File: src/design/pattern_delta_decoder_assert.svh
// ----------------------------------------------------------------------------
// pattern_delta_decoder_assert
// assertion macros shared by the pattern delta decoder modules
// ----------------------------------------------------------------------------
`ifndef PATTERN_DELTA_DECODER_ASSERT_SVH
`define PATTERN_DELTA_DECODER_ASSERT_SVH

// same-cycle implication
`define PDD_ASSERT_IMPL(label, clk, rst_n, ante, cons) \
  label: assert property (@(posedge clk) disable iff (!rst_n) (ante) |-> (cons)) \
    else $error("pattern delta decoder assertion failed");

// next-cycle implication
`define PDD_ASSERT_NEXT(label, clk, rst_n, ante, cons) \
  label: assert property (@(posedge clk) disable iff (!rst_n) (ante) |=> (cons)) \
    else $error("pattern delta decoder assertion failed");

`endif

File: src/design/pdd_pkg.sv
// ----------------------------------------------------------------------------
// pdd_pkg
// types and constants of the pattern delta decoder
// ----------------------------------------------------------------------------
package pdd_pkg;

  localparam int unsigned ChanW    = 7;
  localparam int unsigned RowW     = 10;
  localparam int unsigned CfgRowW  = 11;
  localparam int unsigned NumLanes = 6;
  localparam int unsigned LaneW    = 3;
  localparam int unsigned CfgIdxW  = 2;
  localparam int unsigned FifoDepth = 3;
  localparam int unsigned FifoPtrW  = 2;
  localparam int unsigned FifoCntW  = 2;

  localparam int unsigned DefMaxChannels = 128;
  localparam int unsigned DefMaxRows     = 1024;

  localparam logic [ChanW-1:0]   NumChannelsRst = 7'd4;
  localparam logic [CfgRowW-1:0] NumRowsRst     = 11'd64;

  localparam logic OP_DATA  = 1'b0;
  localparam logic OP_BEGIN = 1'b1;

  localparam logic KIND_CELL    = 1'b0;
  localparam logic KIND_ROW_END = 1'b1;

  localparam logic [NumLanes-1:0] ItemBits = 6'h3f;

  typedef enum logic [CfgIdxW-1:0] {
    CFG_NUM_CHANNELS = 2'd0,
    CFG_NUM_ROWS     = 2'd1
  } cfg_idx_e;

  typedef struct packed {
    logic       operation;
    logic [7:0] data_byte;
  } in_t;

  typedef struct packed {
    logic             kind;
    logic [RowW-1:0]  row;
    logic [ChanW-1:0] channel;
    logic [7:0]       note;
    logic [7:0]       instrument;
    logic [7:0]       volume_command;
    logic [7:0]       volume_value;
    logic [7:0]       effect_command;
    logic [7:0]       effect_param;
    logic             pattern_done;
  } out_t;

  typedef logic [NumLanes-1:0][7:0] cell_t;

  // requests from the parser to the cell store
  typedef struct packed {
    logic             clear;
    logic             wr_en;
    logic [ChanW-1:0] wr_chan;
    logic [LaneW-1:0] wr_lane;
    logic [7:0]       wr_byte;
    logic             rd_en;
    logic [ChanW-1:0] rd_chan;
  } store_req_t;

  // result stage, aligned with the store read data
  typedef struct packed {
    logic                valid;
    logic                kind;
    logic [RowW-1:0]     row;
    logic [ChanW-1:0]    channel;
    logic                done;
    logic [NumLanes-1:0] mask;
    cell_t               work;
  } res_t;

endpackage

File: src/design/pdd_parser.sv
// ----------------------------------------------------------------------------
// pdd_parser
// byte parser: entry state machine, row counter, skip counter and result stage
// ----------------------------------------------------------------------------
`include "pattern_delta_decoder_assert.svh"

module pdd_parser #(
  parameter int unsigned MAX_CHANNELS = pdd_pkg::DefMaxChannels,
  parameter int unsigned MAX_ROWS     = pdd_pkg::DefMaxRows
) (
  input  logic                              clk_i,
  input  logic                              rst_ni,
  input  logic                              accept_i,
  input  pdd_pkg::in_t                      item_i,
  input  logic [pdd_pkg::ChanW-1:0]         num_channels_i,
  input  logic [pdd_pkg::CfgRowW-1:0]       num_rows_i,
  output pdd_pkg::store_req_t               req_o,
  output pdd_pkg::res_t                     res_o
);

  localparam int unsigned RowCw = $clog2(MAX_ROWS + 1);
  localparam logic [pdd_pkg::ChanW:0]     MaxChan = (pdd_pkg::ChanW + 1)'(MAX_CHANNELS);
  localparam logic [pdd_pkg::CfgRowW-1:0] MaxRows = pdd_pkg::CfgRowW'(MAX_ROWS);

  typedef enum logic [4:0] {
    PH_CHAN = 5'b00001,
    PH_MASK = 5'b00010,
    PH_ITEM = 5'b00100,
    PH_LEN  = 5'b01000,
    PH_SKIP = 5'b10000
  } phase_e;

  phase_e                        phase_q, phase_d;
  logic [pdd_pkg::ChanW-1:0]     chan_q, chan_d;
  logic [6:0]                    mask_q, mask_d;
  logic [7:0]                    skip_q, skip_d;
  logic [RowCw-1:0]              row_q, row_d;
  pdd_pkg::cell_t                work_q, work_d;
  logic [pdd_pkg::NumLanes-1:0]  wmask_q, wmask_d;
  pdd_pkg::res_t                 res_q, res_d;

  logic [7:0]                    b;
  logic [pdd_pkg::ChanW-1:0]     ch_new, cur_ch;
  logic                          chan_ok;
  logic [pdd_pkg::CfgRowW-1:0]   lim, row_ext, row_inc_ext;
  logic [RowCw-1:0]              row_inc;
  logic                          finished;
  logic [pdd_pkg::LaneW-1:0]     lane;
  logic                          close;

  assign b           = item_i.data_byte;
  assign ch_new      = (b[6:0] != 7'd0) ? b[6:0] - 7'd1 : 7'd0;
  assign cur_ch      = (phase_q == PH_CHAN) ? ch_new : chan_q;
  assign chan_ok     = (cur_ch < num_channels_i) && ({1'b0, cur_ch} < MaxChan);
  assign lim         = (num_rows_i > MaxRows) ? MaxRows : num_rows_i;
  assign row_ext     = pdd_pkg::CfgRowW'(row_q);
  assign row_inc     = row_q + RowCw'(1);
  assign row_inc_ext = pdd_pkg::CfgRowW'(row_inc);
  assign finished    = row_ext >= lim;

  // lowest pending item lane
  always_comb begin
    lane = '0;
    for (int i = pdd_pkg::NumLanes - 1; i >= 0; i--) begin
      if (mask_q[i]) begin
        lane = pdd_pkg::LaneW'(i);
      end
    end
  end

  always_comb begin
    phase_d = phase_q;
    chan_d  = chan_q;
    mask_d  = mask_q;
    skip_d  = skip_q;
    row_d   = row_q;
    work_d  = work_q;
    wmask_d = wmask_q;
    close   = 1'b0;
    req_o   = '0;
    res_d   = '0;
    res_d.row = row_ext[pdd_pkg::RowW-1:0];
    if (accept_i) begin
      if (item_i.operation == pdd_pkg::OP_BEGIN) begin
        phase_d     = PH_CHAN;
        chan_d      = '0;
        mask_d      = '0;
        skip_d      = '0;
        row_d       = '0;
        req_o.clear = 1'b1;
      end else if (!finished) begin
        unique case (phase_q)
          PH_CHAN: begin
            if (b == 8'd0) begin
              res_d.valid = 1'b1;
              res_d.kind  = pdd_pkg::KIND_ROW_END;
              res_d.mask  = pdd_pkg::ItemBits;
              res_d.done  = row_inc_ext == lim;
              row_d       = row_inc;
            end else begin
              chan_d  = ch_new;
              wmask_d = '0;
              if (b[7]) begin
                phase_d = PH_MASK;
              end else begin
                mask_d = '0;
                close  = 1'b1;
              end
            end
          end
          PH_MASK: begin
            mask_d = b[6:0];
            if ((b[5:0] & pdd_pkg::ItemBits) == '0) begin
              close = 1'b1;
            end else begin
              phase_d = PH_ITEM;
            end
          end
          PH_ITEM: begin
            work_d[lane]  = b;
            wmask_d[lane] = 1'b1;
            mask_d[lane]  = 1'b0;
            if (chan_ok) begin
              req_o.wr_en   = 1'b1;
              req_o.wr_chan = cur_ch;
              req_o.wr_lane = lane;
              req_o.wr_byte = b;
            end
            if ((mask_d[5:0] & pdd_pkg::ItemBits) == '0) begin
              close = 1'b1;
            end
          end
          PH_LEN: begin
            skip_d  = b;
            phase_d = (b == 8'd0) ? PH_CHAN : PH_SKIP;
          end
          PH_SKIP: begin
            if (skip_q != 8'd0) begin
              skip_d = skip_q - 8'd1;
            end
            if (skip_d == 8'd0) begin
              phase_d = PH_CHAN;
            end
          end
          default: begin
            phase_d = PH_CHAN;
          end
        endcase
        if (close) begin
          if (chan_ok) begin
            res_d.valid   = 1'b1;
            res_d.kind    = pdd_pkg::KIND_CELL;
            res_d.channel = cur_ch;
            res_d.mask    = wmask_d;
            res_d.work    = work_d;
            req_o.rd_en   = 1'b1;
            req_o.rd_chan = cur_ch;
          end
          phase_d = mask_d[6] ? PH_LEN : PH_CHAN;
          mask_d  = '0;
        end
      end
    end
  end

  always_ff @(posedge clk_i or negedge rst_ni) begin
    if (!rst_ni) begin
      phase_q <= PH_CHAN;
      chan_q  <= '0;
      mask_q  <= '0;
      skip_q  <= '0;
      row_q   <= '0;
      res_q   <= '0;
    end else begin
      phase_q <= phase_d;
      chan_q  <= chan_d;
      mask_q  <= mask_d;
      skip_q  <= skip_d;
      row_q   <= row_d;
      res_q   <= res_d;
    end
  end

  always_ff @(posedge clk_i) begin
    work_q  <= work_d;
    wmask_q <= wmask_d;
  end

  assign res_o = res_q;

  `PDD_ASSERT_IMPL(a_item_pending, clk_i, rst_ni, phase_q == PH_ITEM, mask_q[5:0] != 6'd0)
  `PDD_ASSERT_IMPL(a_skip_nonzero, clk_i, rst_ni, phase_q == PH_SKIP, skip_q != 8'd0)
  `PDD_ASSERT_NEXT(a_begin_clears, clk_i, rst_ni,
                   accept_i && item_i.operation == pdd_pkg::OP_BEGIN,
                   phase_q == PH_CHAN && row_q == '0 && !res_q.valid)

endmodule

File: config.mk
export PLATFORM = sky130hd
export DESIGN_NAME = pdd_parser
export DESIGN_NICKNAME = d
export VERILOG_FILES = /design/src/design/pdd_pkg.sv /design/src/design/pdd_parser.sv
export VERILOG_INCLUDE_DIRS = /design/src /design/src/design
export SDC_FILE = /design/constraint.sdc
export NUM_CORES = 1
export LEC_CHECK = 0
export BUFFER_PORTS_ARGS = -buffer_cell sky130_fd_sc_hd__buf_4
export CORE_MARGIN = 2
export CORE_UTILIZATION = 40
export CTS_CLUSTER_SIZE = 10
export DETAILED_ROUTE_END_ITERATION = 10
export HOLD_SLACK_MARGIN = 0.02
export PLACE_DENSITY_LB_ADDON = 0.05
export RECOVER_POWER = 50
export SYNTH_ARGS = -nofsm -noshare
export SYNTH_HDL_FRONTEND = slang
export SYNTH_SLANG_ARGS = --single-unit
File: constraint.sdc
create_clock -name clk_i -period 8.2 [get_ports clk_i]
set_input_delay 1.64 -clock clk_i [delete_from_list [all_inputs] [get_ports clk_i]]
set_output_delay 1.64 -clock clk_i [all_outputs]
set_load 0.01 [all_outputs]
==> results_tabular.tex <==
\begin{tabular}{lr}
\hline
Metric & Value \\
\hline
\multicolumn{2}{l}{\textbf{Pwr}} \\
Pwr per Cell Area & 248.1 mW/mm2 \\
Worst-case vdd ir drop & between 0.15 and 0.2 mV \\
Overall power of the completed layout & around 2400 uW \\
Leakage Power & 0.004172 uW \\
\multicolumn{2}{l}{\textbf{Setup path}} \\
Critical Path Source Type & input port \\
CP required & 6.56 ns \\
Minimum setup slack among reg-to-reg paths & 3.90 ns \\
Signal arrival time at the worst endpoint & 5.82 ns \\
Origin of the worst setup path & item\_i[1] \\
Largest stage delay on the critical path & approximately 0.54 ns \\
Cells along the critical path & buf\_4 > inv\_1 > ha\_1 > or4b\_4 > nor3\_4 > a21oi\_1 > mux2i\_1 > inv\_1 > ha\_1 > a21o\_1 > a21o\_1 > a211o\_1 > a21oi\_1 > nand4\_1 > nor4\_1 > buf\_4 \\
Slowest library cell on the worst path & sky130\_fd\_sc\_hd\_\_or4b\_4 \\
Category of the critical setup timing path & input port to primary output \\
Worst R2R Start & phase\_q[2]\$\_DFFE\_PN0P\_ \\
CP Capture Type & primary output \\
Highest fanout seen on the critical path & 9 \\
\multicolumn{2}{l}{\textbf{CTS}} \\
Clock tree from TritonCTS & done \\
Clk Tree Root Cell & sky130\_fd\_sc\_hd\_\_clkbuf\_16 \\
CTS Buf Count & 17 \\
Sink count of the clock tree & roughly 170 \\
Number of gates resized after CTS & 0 \\
Clock Latency Late Sink & 0.43 ns \\
Deepest clock path buffer count & 2 \\
Post-CTS setup buffers & 0 \\
CTS clock-pin slew for the worst setup and hold paths & roughly 0.070 ns \\
Hold Buf Count CTS & 0 \\
CTS H-tree lvls & 4 \\
\multicolumn{2}{l}{\textbf{Floorplan}} \\
Number of core rows & 52 \\
Starting utilization of the core area & between 40 and 50\% \\
Die area & $\sim$0.022 mm2 \\
Core area & approximately 0.020 mm2 \\
Overall die height & roughly 150 um \\
Top-Level Pins & between 100 and 150 \\
DIE WIDTH & 148.0 um \\
\multicolumn{2}{l}{\textbf{Cells and area}} \\
Proportion of layout cells with a drive suffix above 1 & 16.94\% \\
Number of antenna diodes & 0 \\
Count of placed standard cells in the final layout, fillers left out & approximately 1100 \\
Layout-stage area growth over the synthesis result & 16.97\% \\
Final net count & approximately 900 \\
\# fillers & 1923 \\
\multicolumn{2}{l}{\textbf{STA}} \\
Slew of the pin with the lowest slew margin & roughly 3.2 ns \\
Final hold violation count & 0 \\
Highest Clock Rate & 0.1341 GHz \\
Finish-stage setup viols & 0 \\
Final min period & about 7.5 ns \\
Unrepaired setup endpoints after global routing & no \\
Max-slew headroom & -113.1\% \\
Hold\_ws & approximately 0.49 ns \\
Setup TNS & 0 ns \\
Layout Skew & between 0.01 and 0.015 ns \\
Post-route fraction of the period consumed by the critical path & 90.93\% \\
Fin. max-slew vios & 115 \\
\multicolumn{2}{l}{\textbf{Route}} \\
Drt total wl & around 22000 um \\
Met3 wire len & between 1000 and 1500 um \\
Drt via density & $\sim$5.4 \\
DRC marker count from the first detailed-route iteration & approximately 460 \\
Post-Route M1 WL & around 10000 um \\
DRC Markers & 0 \\
Detailed Routing Iterations Pass 1 & 5 \\
Vias after detailed routing & just over 6000 \\
Residual antenna-violating net count after detailed routing & 0 \\
Topmost layer with routed signal wires & met4 \\
Detailed route wirelength on metal2 & 10230 um \\
Final routed wire length divided by cell count & 19.03 um \\
\multicolumn{2}{l}{\textbf{Place}} \\
Total of buffers placed on input and output ports & around 130 \\
Cell total after placement & about 1100 \\
Half-perimeter wire length of the detailed placement result & about 15000 um \\
Routability cong. & 0.8264 \\
\multicolumn{2}{l}{\textbf{Worst hold path}} \\
Hold Path Class & register to register \\
Worst Hold Launch & chan\_q[6]\$\_DFFE\_PN0P\_ \\
\multicolumn{2}{l}{\textbf{Synthesis}} \\
Synthesized area divided by synthesized cell count & 11.03 um2 \\
Synth top area share & between 30\% and 40\% \\
Synth Net Count & about 800 \\
Count of unique library cells instantiated by Yosys & 79 \\
Flop and latch count out of synthesis & about 170 \\
Cell type with the largest total area after synthesis & sky130\_fd\_sc\_hd\_\_dfrtp\_1 \\
Primary FF master, synth & sky130\_fd\_sc\_hd\_\_dfrtp\_1 \\
Async set-reset flop share out of synthesis & between 60\% and 70\% \\
Register area share after synthesis & a little over half \\
Cells after Synth & 752 \\
Number of enable-type register cells in the synthesized netlist & 54 \\
Post-Synthesis Cell Area & between 0.008 and 0.009 mm2 \\
YS warnings & 0 \\
Area contributors post-synth & sky130\_fd\_sc\_hd\_\_dfrtp\_1 33\%, sky130\_fd\_sc\_hd\_\_edfxtp\_1 20\%, sky130\_fd\_sc\_hd\_\_mux2\_2 5.4\% \\
\multicolumn{2}{l}{\textbf{Global route}} \\
Overall overflow remaining after global route & 0 \\
Total routing resource utilization after global routing & roughly a fifth \\
Global-route wire length before repair & roughly 34000 um \\
Number of antenna violations at the first check in global routing & 0 \\
Pin count of the biggest net entering global routing & 62 \\
Via count of the first global-routing pass & roughly 6000 \\
\multicolumn{2}{l}{\textbf{Run status}} \\
Result of the run & complete, but fails checks \\
Violated checks & max-capacitance violations, max-slew violations \\
\multicolumn{2}{l}{\textbf{Job}} \\
Maxcap violations & 2 \\
\hline
\end{tabular}
-- worst max-delay path: cells and delay by family --
family                     cells  cell delay (ns)
buffers and inverters          4             0.61
adders and majority gates      2             0.55
AOI/OAI and AO/OA              5             0.96
muxes                          1             0.29
and+or+nand+nor                4             1.75
-- cell usage after synthesis (all sizes together) (16+ instances only) --
cell and instances:
edfxtp 54, a21oi 25, mux2 40, nand3 17, nor2 56, nor2b 54, ha 21, o21ai 40
clkbuf 32, nand2 53, buf 22, inv 33, nor3 16, dfrtp 111
-- where the power goes --
| group | internal (uW) | switching, uW |
|---|---|---|
| logic | 219 | 365 |
| registers | 972 | 62.2 |
| clock network | 410 | 378 |
-- kinds of logic (layout without fill, tap and decap cells) --
family | after synthesis | after routing | share of synthesized area (%)
AND/OR/NAND/NOR | 251 | 251 | 16.16
flip-flops | 166 | 166 | 53.36
AO/OA/AOI/OAI | 159 | 159 | 13.75
buffers and inverters | 87 | 203 | 4.783
multiplexers | 43 | 43 | 5.794
XOR/XNOR | 24 | 24 | 2.867
adder cells (fa/ha/maj) | 22 | 22 | 3.289
-- sequential cells by signal (all words and copies together), names as in the netlist --
| signal | cells |
|---|---|
| res_o | 74 |
| work_q | 48 |
| row_ext | 11 |
| skip_q | 8 |
| chan_q | 7 |
| mask_q | 7 |
| wmask_q | 6 |
| phase_q | 5 |
-- path summary, 6_finish.rpt --
path	endpoint	depth (start not counted)
max	req_o[18]	16
min	chan_q[6]$_DFFE_PN0P_	1
max reg2reg	res_o[45]$_DFF_PN0_	12
min reg2reg	chan_q[6]$_DFFE_PN0P_	1
max in group asynchronous	res_o[66]$_DFF_PN0_	2
min in group asynchronous	res_o[68]$_DFF_PN0_	1
-- stage by stage --
stage	util, %	instance area [um2]	setup slack (ns)
after global placement	46.30	9399	0.8940
after floorplan	-	8293	1.561
after detailed placement	46.30	9399	0.7192
after CTS	49.19	9986	0.7237
after global routing	47.79	9701	0.3980
final	47.79	9701	0.7437
-- layout by cell type, fill, tap and decap left out, types with 4 or more instances in the layout --
cell / synthesis / routed
sky130_fd_sc_hd__nand2b_1: 8 / 8
sky130_fd_sc_hd__inv_1: 33 / 32
sky130_fd_sc_hd__a31oi_1: 4 / 4
sky130_fd_sc_hd__o22ai_1: 4 / 4
sky130_fd_sc_hd__o21a_1: 5 / 5
sky130_fd_sc_hd__and2_1: 8 / 8
sky130_fd_sc_hd__mux2_1: 0 / 7
sky130_fd_sc_hd__o31ai_1: 13 / 13
sky130_fd_sc_hd__nor3_1: 13 / 13
sky130_fd_sc_hd__inv_8: 0 / 5
sky130_fd_sc_hd__o211ai_1: 6 / 6
sky130_fd_sc_hd__nor4_1: 14 / 14
sky130_fd_sc_hd__a21o_1: 5 / 5
sky130_fd_sc_hd__mux2_2: 40 / 33
sky130_fd_sc_hd__a22oi_1: 6 / 6
sky130_fd_sc_hd__a22o_1: 11 / 11
sky130_fd_sc_hd__buf_4: 8 / 62
sky130_fd_sc_hd__o21ai_0: 39 / 39
sky130_fd_sc_hd__clkbuf_1: 32 / 77
sky130_fd_sc_hd__nor2b_1: 54 / 54
sky130_fd_sc_hd__clkbuf_16: 0 / 17
sky130_fd_sc_hd__xnor2_1: 15 / 15
sky130_fd_sc_hd__nand3_1: 16 / 15
sky130_fd_sc_hd__o41ai_1: 5 / 5
sky130_fd_sc_hd__a32o_1: 5 / 5
sky130_fd_sc_hd__edfxtp_1: 54 / 54
sky130_fd_sc_hd__xor2_1: 7 / 7
sky130_fd_sc_hd__ha_1: 21 / 21
sky130_fd_sc_hd__nand4_1: 5 / 5
sky130_fd_sc_hd__a21oi_1: 24 / 24
sky130_fd_sc_hd__nand2_1: 53 / 53
sky130_fd_sc_hd__dfrtp_1: 111 / 111
sky130_fd_sc_hd__nor2_1: 56 / 56
-- final cells by class --
type	count	area, um2	share of cell area (%)
flip-flops and latches	166	4425	45.62
multi-input cells	499	3476	35.83
repair buffers	138	750.7	7.739
clock buffers	18	429.2	4.424
well taps	270	337.8	3.483
clock inverters	14	157.7	1.625
inverters	33	123.9	1.277
-- metal layers --
layer  up-vias  GRT usage, %
met1      3080         28.19
met5         -             0
met4         0         4.762
met2       187         32.80
met3        13         3.395
li1       2901             -
(Power assumes the default switching activity.)
