**config.mk**
```make
export PLATFORM = sky130hd
export DESIGN_NAME = pdd_out_fifo
export DESIGN_NICKNAME = d
export VERILOG_FILES = /design/src/design/pdd_pkg.sv /design/src/design/pdd_out_fifo.sv
export VERILOG_INCLUDE_DIRS = /design/src /design/src/design
export SDC_FILE = /design/constraint.sdc
export NUM_CORES = 1
export LEC_CHECK = 0
export BUFFER_PORTS_ARGS = -buffer_cell sky130_fd_sc_hd__buf_2
export CORE_UTILIZATION = 50
export DETAILED_ROUTE_END_ITERATION = 10
export PLACE_DENSITY = 0.73
export SLEW_MARGIN = 15
export SYNTH_ARGS = -nofsm -noshare
export SYNTH_HDL_FRONTEND = slang
export SYNTH_SLANG_ARGS = --single-unit
export TNS_END_PERCENT = 100
```
**constraint.sdc**
```tcl
create_clock -name clk_i -period 14.7 [get_ports clk_i]
set_clock_uncertainty 0.2 [all_clocks]
set_input_delay 2.94 -clock clk_i [delete_from_list [all_inputs] [get_ports clk_i]]
set_output_delay 2.94 -clock clk_i [all_outputs]
set_load 0.1 [all_outputs]
```
**src/design/pattern_delta_decoder_assert.svh**
```systemverilog
// ----------------------------------------------------------------------------
// pattern_delta_decoder_assert
// assertion macros shared by the pattern delta decoder modules
// ----------------------------------------------------------------------------
`ifndef PATTERN_DELTA_DECODER_ASSERT_SVH
`define PATTERN_DELTA_DECODER_ASSERT_SVH

// same-cycle implication
`define PDD_ASSERT_IMPL(label, clk, rst_n, ante, cons) \
  label: assert property (@(posedge clk) disable iff (!rst_n) (ante) |-> (cons)) \
    else $error("pattern delta decoder assertion failed");

// next-cycle implication
`define PDD_ASSERT_NEXT(label, clk, rst_n, ante, cons) \
  label: assert property (@(posedge clk) disable iff (!rst_n) (ante) |=> (cons)) \
    else $error("pattern delta decoder assertion failed");

`endif

```
**src/design/pdd_pkg.sv**
```systemverilog
// ----------------------------------------------------------------------------
// pdd_pkg
// types and constants of the pattern delta decoder
// ----------------------------------------------------------------------------
package pdd_pkg;

  localparam int unsigned ChanW    = 7;
  localparam int unsigned RowW     = 10;
  localparam int unsigned CfgRowW  = 11;
  localparam int unsigned NumLanes = 6;
  localparam int unsigned LaneW    = 3;
  localparam int unsigned CfgIdxW  = 2;
  localparam int unsigned FifoDepth = 3;
  localparam int unsigned FifoPtrW  = 2;
  localparam int unsigned FifoCntW  = 2;

  localparam int unsigned DefMaxChannels = 128;
  localparam int unsigned DefMaxRows     = 1024;

  localparam logic [ChanW-1:0]   NumChannelsRst = 7'd4;
  localparam logic [CfgRowW-1:0] NumRowsRst     = 11'd64;

  localparam logic OP_DATA  = 1'b0;
  localparam logic OP_BEGIN = 1'b1;

  localparam logic KIND_CELL    = 1'b0;
  localparam logic KIND_ROW_END = 1'b1;

  localparam logic [NumLanes-1:0] ItemBits = 6'h3f;

  typedef enum logic [CfgIdxW-1:0] {
    CFG_NUM_CHANNELS = 2'd0,
    CFG_NUM_ROWS     = 2'd1
  } cfg_idx_e;

  typedef struct packed {
    logic       operation;
    logic [7:0] data_byte;
  } in_t;

  typedef struct packed {
    logic             kind;
    logic [RowW-1:0]  row;
    logic [ChanW-1:0] channel;
    logic [7:0]       note;
    logic [7:0]       instrument;
    logic [7:0]       volume_command;
    logic [7:0]       volume_value;
    logic [7:0]       effect_command;
    logic [7:0]       effect_param;
    logic             pattern_done;
  } out_t;

  typedef logic [NumLanes-1:0][7:0] cell_t;

  // requests from the parser to the cell store
  typedef struct packed {
    logic             clear;
    logic             wr_en;
    logic [ChanW-1:0] wr_chan;
    logic [LaneW-1:0] wr_lane;
    logic [7:0]       wr_byte;
    logic             rd_en;
    logic [ChanW-1:0] rd_chan;
  } store_req_t;

  // result stage, aligned with the store read data
  typedef struct packed {
    logic                valid;
    logic                kind;
    logic [RowW-1:0]     row;
    logic [ChanW-1:0]    channel;
    logic                done;
    logic [NumLanes-1:0] mask;
    cell_t               work;
  } res_t;

endpackage

```
**src/design/pdd_out_fifo.sv**
```systemverilog
// ----------------------------------------------------------------------------
// pdd_out_fifo
// three-entry result queue in front of the output channel
// ----------------------------------------------------------------------------
`include "pattern_delta_decoder_assert.svh"

module pdd_out_fifo (
  input  logic                          clk_i,
  input  logic                          rst_ni,
  input  logic                          push_i,
  input  pdd_pkg::out_t                 push_data_i,
  output logic                          out_valid_o,
  input  logic                          out_stall_i,
  output pdd_pkg::out_t                 out_data_o,
  output logic [pdd_pkg::FifoCntW-1:0]  count_o
);

  localparam logic [pdd_pkg::FifoPtrW-1:0] LastPtr = pdd_pkg::FifoPtrW'(pdd_pkg::FifoDepth - 1);

  pdd_pkg::out_t                  entry_q [pdd_pkg::FifoDepth];
  logic [pdd_pkg::FifoPtrW-1:0]   wr_ptr_q, rd_ptr_q;
  logic [pdd_pkg::FifoCntW-1:0]   count_q;
  logic                           pop;

  assign out_valid_o = count_q != '0;
  assign pop         = out_valid_o && !out_stall_i;

  always_ff @(posedge clk_i or negedge rst_ni) begin
    if (!rst_ni) begin
      wr_ptr_q <= '0;
      rd_ptr_q <= '0;
      count_q  <= '0;
    end else begin
      if (push_i) begin
        wr_ptr_q <= (wr_ptr_q == LastPtr) ? '0 : wr_ptr_q + 1'b1;
      end
      if (pop) begin
        rd_ptr_q <= (rd_ptr_q == LastPtr) ? '0 : rd_ptr_q + 1'b1;
      end
      if (push_i && !pop) begin
        count_q <= count_q + 1'b1;
      end else if (pop && !push_i) begin
        count_q <= count_q - 1'b1;
      end
    end
  end

  always_ff @(posedge clk_i) begin
    if (push_i) begin
      entry_q[wr_ptr_q] <= push_data_i;
    end
  end

  assign out_data_o = entry_q[rd_ptr_q];
  assign count_o    = count_q;

  `PDD_ASSERT_IMPL(a_no_overflow, clk_i, rst_ni,
                   push_i && count_q == pdd_pkg::FifoCntW'(pdd_pkg::FifoDepth), pop)
  `PDD_ASSERT_NEXT(a_count_up, clk_i, rst_ni, push_i && !pop, count_q == $past(count_q) + 1'b1)
  `PDD_ASSERT_NEXT(a_count_down, clk_i, rst_ni, pop && !push_i, count_q == $past(count_q) - 1'b1)

endmodule

```
==> results of run 1 <==
cells in the mapped netlist:
cell type	count
a21o_1	3
buf_12	1
buf_2	14
buf_6	1
buf_8	6
clkbuf_1	1
dfrtp_1	6
edfxtp_1	201
ha_1	1
inv_1	1
mux2i_1	67
nand2_1	69
nand2b_1	1
nor2_1	2
nor3_1	2
nor3b_1	1
o21ai_0	1
o21ai_1	67
o21bai_2	1
or2_2	1
xnor2_1	1
xor2_1	2
stage by stage:
step | setup WS (ps) | util, %
floorplan | 6030 | -
global placement | 9250 | 56.4
detailed placement | 9220 | 56.4
CTS | 8700 | 60.2
global route | 8580 | 60.2
finish | 8780 | 60.2
placed cells by master (no fill, tap or decap), types with 2 or more instances in the layout:
master     instances
buf_4              5
clkinv_2           2
xor2_1             2
dfrtp_4            2
clkbuf_16         21
o21ai_1           67
diode_2            2
buf_2            140
mux2i_1           67
a21o_1             3
dfrtp_1            4
clkbuf_1           7
edfxtp_1         201
nand2_1           69
clkinv_1           4
final timing paths:
check                                        start                        to  slack, ps  depth (start not counted)
setup reg to reg           wr_ptr_q[0]$_DFFE_PN0P_  entry_q[1][65]$_DFFE_PP_      12230                          3
hold reg to reg             count_o[1]$_DFFE_PN0P_    count_o[1]$_DFFE_PN0P_        370                          1
max in group asynchronous                   rst_ni   rd_ptr_q[1]$_DFFE_PN0P_      12060                          1
hold / removal              count_o[1]$_DFFE_PN0P_    count_o[1]$_DFFE_PN0P_        370                          1
setup / recovery           rd_ptr_q[0]$_DFFE_PN0P_            out_data_o[24]       8780                          4
min in group asynchronous                   rst_ni   rd_ptr_q[0]$_DFFE_PN0P_       2080                          1
cells by family (layout without fill, tap and decap cells):
kind of cell	count (synthesis)	count (layout)	synth area share, %
and+or+nand+nor	76	76	3.82
xor gates and xnor gates	3	3	0.338
DFF	207	207	79.7
adders and majority gates	1	1	0.161
AOI/OAI and AO/OA	72	72	4.82
other	0	2	0
buffers and inverters	24	181	2.56
muxes	67	67	8.64
worst max-delay path: cells and delay by family, from the launching register on:
family | cells | cell delay [ps]
flops | 1 | 690
compound gates | 1 | 190
buf+inv | 2 | 1200
mux | 1 | 160
state kept, by name, indices dropped and copies added (netlist names):
name,flops
entry_q,201
count_o,2
rd_ptr_q,2
wr_ptr_q,2
layer usage:
layer	GRT usage, %	up-vias	wire length, um
li1	-	1994	-
met1	21.7	2006	5810
met2	28.6	119	6700
met3	6.28	17	1000
met4	4.32	0	178
met5	0	-	0
cell type report:
type / instances / area (sq um)
Fill cell: 1143 / 6040
Multi-Input combinational cell: 219 / 1400
Clock inverter: 7 / 33.8
Clock buffer: 28 / 552
Inverter: 1 / 3.75
Sequential cell: 207 / 6190
Antenna cell: 2 / 5.00
Tap cell: 188 / 235
Timing Repair Buffer: 145 / 738
==> out/qor.csv, run 1 <==
metric,value,unit
Slew @ Worst Pin,971,ps
core area,15200,sq um
synthesized instance count,450,
final worst-path cycle share,40.3,%
#FFs+latches synth,207,
Resize count post-CTS,0,
clock latency on the worst-skew pair,470,ps
max cap viols,0,
final setup violation count,0,
initial antenna violation count,1,
vias in the first global route,4222,
WL/cell,17.2,um
via count,4136,
Netlist cell types,22,
Final ANT Viol Nets,0,
CTS hold repair buffers,0,
die area,16000,sq um
die height,127,um
yosys warns,0,
initial core utilization,51.1,%
Vias/cell,5.19,
Non-Filler Instances,797,
outcome,finished clean,
first-pass GRT wire length,21300,um
nets,667,
slew margin rel.,35.1,%
dpl cells,760,
WP data arrival,2780,ps
gpl congestion,0.726,
drt initial violations,231,
# IOs,141,
Fmax achieved,0.169,GHz
post-DP HPWL,8130,um
CTS Buffer Depth,3,
largest net degree at the start of global routing,80,
drt pass-1 iters,4,
post-synthesis sequential area ratio,79.7,%
Global Route Usage Sum,17.3,%
share of layout cells above drive strength 1,29.0,%
fin. max-slew vios,0,
Crit-path slowest cell,buf_4,
Min-Delay Path Class,flop to flop,
Port Buf Inserts,140,
num rows,45,
type of the worst setup path,flop to output port,
die width,127,um
CTS buffer count,21,
largest cells by area after synthesis,"edfxtp_1 78%, mux2i_1 8.6%, o21ai_1 4.3%",
GRT Residual Overflow,0,
CTS clock-pin slew for the worst setup and hold paths,60,ps
area grow syn2layout,18.0,%
Crit Path Max Fanout,47,
htree depth,1,
synthesized cell area,7760,sq um
Hold Slack,371,ps
drt drc,0,
"Critical Path, Cell by Cell",buf_4 > mux2i_1 > o21ai_1 > buf_2,
Yosys top cell by area,edfxtp_1,
Routed WL,13700,um
Final Hold Fails,0,
setup TNS,0,ps
RSZ-0062 raised after global routing,no,
post-synth top area share,77.7,%
DP Area,8570,sq um
syn_nets,522,
Final Cell Area,9160,sq um
"Req. time, crit path",11560,ps
TritonCTS clock tree,done,
post-CTS setup repair buffer count,0,
CP Launch Type,flop,
clk sinks,207,
Worst setup EP type,output port,
CTS Root Cell,clkbuf_16,
post-synthesis average cell area,17.3,sq um
fin crit period,5920,ps
max incr delay on CP,740,ps
Power of run 1 is left out: the tool's default activity adds up to more than one toggle a clock period on the data nets, which glitch-free logic cannot reach.
==> run 2: changes to the inputs <==
--- a/config.mk
+++ b/config.mk
@@ -6,10 +6,11 @@
 export SDC_FILE = /design/constraint.sdc
 export NUM_CORES = 1
 export LEC_CHECK = 0
+export ABC_AREA = 1
 export BUFFER_PORTS_ARGS = -buffer_cell sky130_fd_sc_hd__buf_2
 export CORE_UTILIZATION = 50
 export DETAILED_ROUTE_END_ITERATION = 10
-export PLACE_DENSITY = 0.73
+export PLACE_DENSITY = 0.76
 export SLEW_MARGIN = 15
 export SYNTH_ARGS = -nofsm -noshare
 export SYNTH_HDL_FRONTEND = slang
==> constraint.sdc (replaced) <==
create_clock -name clk_i -period 5.3 [get_ports clk_i]
set_clock_uncertainty 0.2 [all_clocks]
set_input_delay 1.06 -clock clk_i [delete_from_list [all_inputs] [get_ports clk_i]]
set_output_delay 1.06 -clock clk_i [all_outputs]
set_load 0.1 [all_outputs]
==> run 2 against run 1 <==
  * The flow now finishes with violations (DRC)
  * Utilization increased by 1.7 points
  * Via count rose by 10%
  * Synthesized area is 2.3% lower
==> out/qor.csv, run 2 <==
metric,value,unit
drt initial violations,294,
RSZ-0062 raised after global routing,no,
CTS Buffer Depth,3,
clk sinks,207,
fin crit period,4150,ps
via count,4554,
Crit-path slowest cell,nor2_4,
post-synthesis sequential area ratio,81.6,%
drt pass-1 iters,8,
"count leader, synth",nand2_1,
number of flops mapped to enable cells by yosys,201,
Yosys top cell by area,edfxtp_1,
GR peak layer,met2,
post-CTS setup repair buffer count,0,
Crit Path Max Fanout,34,
Global Route Usage Sum,19.4,%
post-synthesis average cell area,14.3,sq um
Top reg by flops,entry_q,
CTS hold repair buffers,0,
post-DP HPWL,9250,um
vias in the first global route,4685,
die area,15700,sq um
Final ANT Viol Nets,0,
fin. max-slew vios,0,
CTS buffer count,21,
Worst R2R Start,wr_ptr_q[1]$_DFFE_PN0P_,
largest cells by area after synthesis,"edfxtp_1 80%, nand2_1 10%, nand3_1 4.8%",
synthesized cell area,7580,sq um
Worst setup EP type,output port,
first-pass GRT wire length,23600,um
Resize count post-CTS,0,
area grow syn2layout,19.6,%
most frequent cells in the layout,"212 x nand2_1, 201 x edfxtp_1, 140 x buf_2, 72 x nand3_1, 21 x clkbuf_16",
type of the worst setup path,flop to output port,
setup TNS,0,ps
failing checks,DRC,
yosys warns,0,
Min-Delay Path Class,input port to async pin,
nets,752,
met2 GRT Util,34.0,%
CP top delay family,simple AND/OR/NAND/NOR gates,
CTS clock-pin slew for the worst setup and hold paths,60,ps
die width,125,um
"commonest non-fill, non-tap cell in the layout",nand2_1,
CTS Root Cell,clkbuf_16,
WL/cell,17.1,um
TritonCTS clock tree,done,
number of flip-flops in the largest register,201,
met3 usage,5.52,%
#FFs+latches synth,207,
synthesized instance count,531,
initial core utilization,51.8,%
max incr delay on CP,730,ps
slew margin rel.,30.4,%
share of flip-flops with an asynchronous set or reset,2.90,%
max cap viols,0,
share of layout cells above drive strength 1,25.8,%
"Primary FF master, synth",edfxtp_1,
syn_nets,603,
final setup violation count,0,
Routed WL,15000,um
core area,14600,sq um
GRT Residual Overflow,0,
largest net degree at the start of global routing,45,
met1 Use GR,23.2,%
final worst-path cycle share,78.3,%
outcome,"finished, violations left",
CP Launch Type,flop,
CP bufs+invs,2,
WP data arrival,2890,ps
"Critical Path, Cell by Cell",nor2_4 > buf_4 > nand2_1 > nand3_1 > buf_2,
Slew @ Worst Pin,1040,ps
Vias/cell,5.19,
synth cell count leaders,"212 x nand2_1, 201 x edfxtp_1, 72 x nand3_1, 10 x buf_2, 9 x inv_1",
Critical path origin,rd_ptr_q[1]$_DFFE_PN0P_,
Final Hold Fails,0,
htree depth,1,
post-synth top area share,79.6,%
Fmax achieved,0.241,GHz
Port Buf Inserts,140,
Netlist cell types,16,
num rows,44,
# IOs,141,
clock latency on the worst-skew pair,470,ps
die height,125,um
gpl congestion,0.749,
"Req. time, crit path",4040,ps
initial antenna violation count,2,
drt drc,14,
filler cell count,1110,
## run 2: cell count changes after synthesis, moves of 6 or more
cell / delta
nand2_1: +143
nand3_1: +72
mux2i_1: -67
o21ai_1: -67
inv_1: +8
buf_8: -6
## run 2: cells by family (layout without fill, tap and decap cells)
family                   Yosys count  count (layout)  share of synthesized area, %
AND/OR/NAND/NOR                  288             288                          15.7
AO/OA/AOI/OAI                      2               2                         0.132
flip-flops                       207             207                          81.6
buffers and inverters             32             194                          2.34
XOR/XNOR                           1               1                         0.116
other                              0               1                             0
adder cells (fa/ha/maj)            1               1                         0.165
## run 2: path summary, 6_finish.rpt
kind,cells past startpoint,slack [ps],to
setup / recovery,5,1150,out_data_o[56]
hold / removal,1,200,wr_ptr_q[0]$_DFFE_PN0P_
setup reg to reg,4,2860,entry_q[1][49]$_DFFE_PP_
hold reg to reg,2,320,count_o[1]$_DFFE_PN0P_
max in group asynchronous,1,4540,rd_ptr_q[1]$_DFFE_PN0P_
min in group clk_i,2,320,count_o[1]$_DFFE_PN0P_
## run 2: cell type report
cell class              count  area, sq um  share of cell area, %
flip-flops and latches    207         6190                   68.2
multi-input cells         292         1230                   13.5
repair buffers            148          773                   8.53
clock buffers              28          552                   6.08
well taps                 184          230                   2.54
clock inverters             8         58.8                  0.648
inverters                  10         37.5                  0.414
diodes                      1         2.50                 0.0276
## run 2: through the flow
stage / hold WS [ps] / std cells / cell area [sq um] / utilization [%] / setup WS, ps
final: 200 / 878 / 9070 / 61.9 / 1150
after global routing: 192 / 878 / 9070 / 61.9 / 933
after CTS: 186 / 877 / 9070 / 61.9 / 1070
after detailed placement: 309 / 841 / 8460 / 57.7 / 1600
after global placement: 275 / 841 / 8460 / 57.7 / 1650
after floorplan: 302 / 531 / 7580 / - / 677
## run 2: layer usage
metal  up-vias  wire length [um]  part of all wire [%]
li1       2165                 -                     -
met1      2201              5850                    39
met2       160              7560                    50
met3        26              1290                   8.6
met4         2               293                   2.0
met5         -                13                 0.087
Power of run 2 is left out for the same reason.
==> run 3: changes to the inputs <==
--- a/config.mk
+++ b/config.mk
@@ -6,7 +6,7 @@
 export SDC_FILE = /design/constraint.sdc
 export NUM_CORES = 1
 export LEC_CHECK = 0
-export ABC_AREA = 1
+export ABC_AREA = 0
 export BUFFER_PORTS_ARGS = -buffer_cell sky130_fd_sc_hd__buf_2
 export CORE_UTILIZATION = 50
 export DETAILED_ROUTE_END_ITERATION = 10
==> constraint.sdc (replaced) <==
create_clock -name clk_i -period 3.55 [get_ports clk_i]
set_clock_uncertainty 0.2 [all_clocks]
set_input_delay 0.71 -clock clk_i [delete_from_list [all_inputs] [get_ports clk_i]]
set_output_delay 0.71 -clock clk_i [all_outputs]
set_load 0.1 [all_outputs]
==> run 3 against run 2 <==
  * The flow now finishes without violations
  * Critical path depth shrank 1
  * Sequential share of layout area down 2.0 points
  * Die area rose by 2.4%
  * Clock-buffer cell count up 1
  * Register-to-register slack got worse by 1100 ps
  * Critical endpoint is now out_data_o[20]
==> out/qor.csv, run 3 (synthesized netlist as in run 1, its figures left out) <==
metric,value,unit
area grow syn2layout,20.4,%
slew margin rel.,53.6,%
max incr delay on CP,830,ps
max cap viols,0,
"Critical Path, Cell by Cell",buf_4 > mux2i_1 > o21ai_1 > buf_2,
htree depth,1,
TritonCTS clock tree,done,
Fmax achieved,0.297,GHz
Vias/cell,5.19,
Final Cell Area,9350,sq um
drt initial violations,211,
first-pass GRT wire length,21100,um
Routed WL,13400,um
Final ANT Viol Nets,0,
Worst setup EP type,output port,
Resize count post-CTS,0,
share of layout cells above drive strength 1,30.7,%
die height,127,um
clock latency on the worst-skew pair,480,ps
Global Route Usage Sum,17.0,%
Crit-path slowest cell,dfrtp_4,
largest net degree at the start of global routing,69,
final worst-path cycle share,94.9,%
final setup violation count,0,
most frequent cells in the layout,"201 x edfxtp_1, 140 x buf_2, 69 x nand2_1, 67 x mux2i_1, 67 x o21ai_1",
WL/cell,16.6,um
WP data arrival,2460,ps
num rows,45,
die area,16000,sq um
setup TNS,0,ps
CTS Buffer Depth,3,
via count,4190,
initial core utilization,51.1,%
fin crit period,3370,ps
CTS hold repair buffers,1,
CTS clock-pin slew for the worst setup and hold paths,60,ps
number of flip-flops in the largest register,201,
CP Launch Type,flop,
Antenna diodes,0,
outcome,finished clean,
"Req. time, crit path",2640,ps
post-DP HPWL,8370,um
die width,127,um
Port Buf Inserts,140,
post-CTS setup repair buffer count,0,
Hold Crit Depth,1,
Top reg by flops,entry_q,
Worst Reg-to-Reg Cells,3,
DP Area,8640,sq um
fin. max-slew vios,0,
nets,676,
vias in the first global route,4268,
Crit Path Max Fanout,36,
Final Hold Fails,0,
gpl congestion,0.742,
# IOs,141,
"commonest non-fill, non-tap cell in the layout",edfxtp_1,
drt pass-1 iters,4,
core area,15200,sq um
fin util,61.5,%
CTS Root Cell,clkbuf_16,
GRT Residual Overflow,0,
type of the worst setup path,flop to output port,
drt drc,0,
CTS buffer count,21,
clk sinks,207,
RSZ-0062 raised after global routing,no,
Slew @ Worst Pin,696,ps
Min-Delay Path Class,input port to flop,
initial antenna violation count,0,
==> run 3: area by class of cell <==
| type | instances | area (sq um) |
|---|---|---|
| Sequential cell | 207 | 6190 |
| Inverter | 1 | 3.75 |
| Fill cell | 1155 | 5850 |
| Clock inverter | 9 | 121 |
| Tap cell | 188 | 235 |
| Multi-Input combinational cell | 219 | 1410 |
| Timing Repair Buffer | 154 | 808 |
| Clock buffer | 29 | 576 |
==> run 3: worst paths after layout <==
check	slack (ps)	to	start
max	180	out_data_o[20]	rd_ptr_q[0]$_DFFE_PN0P_
min in group asynchronous	390	count_o[1]$_DFFE_PN0P_	rst_ni
max in group asynchronous	2590	rd_ptr_q[1]$_DFFE_PN0P_	rst_ni
min	220	entry_q[2][10]$_DFFE_PP_	push_data_i[10]
max reg2reg	1720	entry_q[1][24]$_DFFE_PP_	wr_ptr_q[0]$_DFFE_PN0P_
min reg2reg	330	count_o[1]$_DFFE_PN0P_	count_o[1]$_DFFE_PN0P_
==> run 3: through the flow <==
step                      hold slack, ps  setup slack [ps]  std cells
after floorplan                      214              -527        450
final                                224               181        807
after global routing                 203              57.8        807
after CTS                            210               125        807
after global placement               313               706        768
after detailed placement             321               656        768
==> run 3: worst max-delay path: cells and delay by family, from the launching register on <==
kind | cells | cell delay, ps
AOI/OAI and AO/OA | 1 | 160
buffers and inverters | 2 | 840
DFF | 1 | 830
muxes | 1 | 130
==> run 3: layer usage <==
layer | track usage, % | wire length [um]
met1 | 19.6 | 5410
met2 | 31.7 | 7170
met3 | 3.63 | 686
met4 | 4.96 | 164
met5 | 0 | 0
Power of run 3 is left out for the same reason.
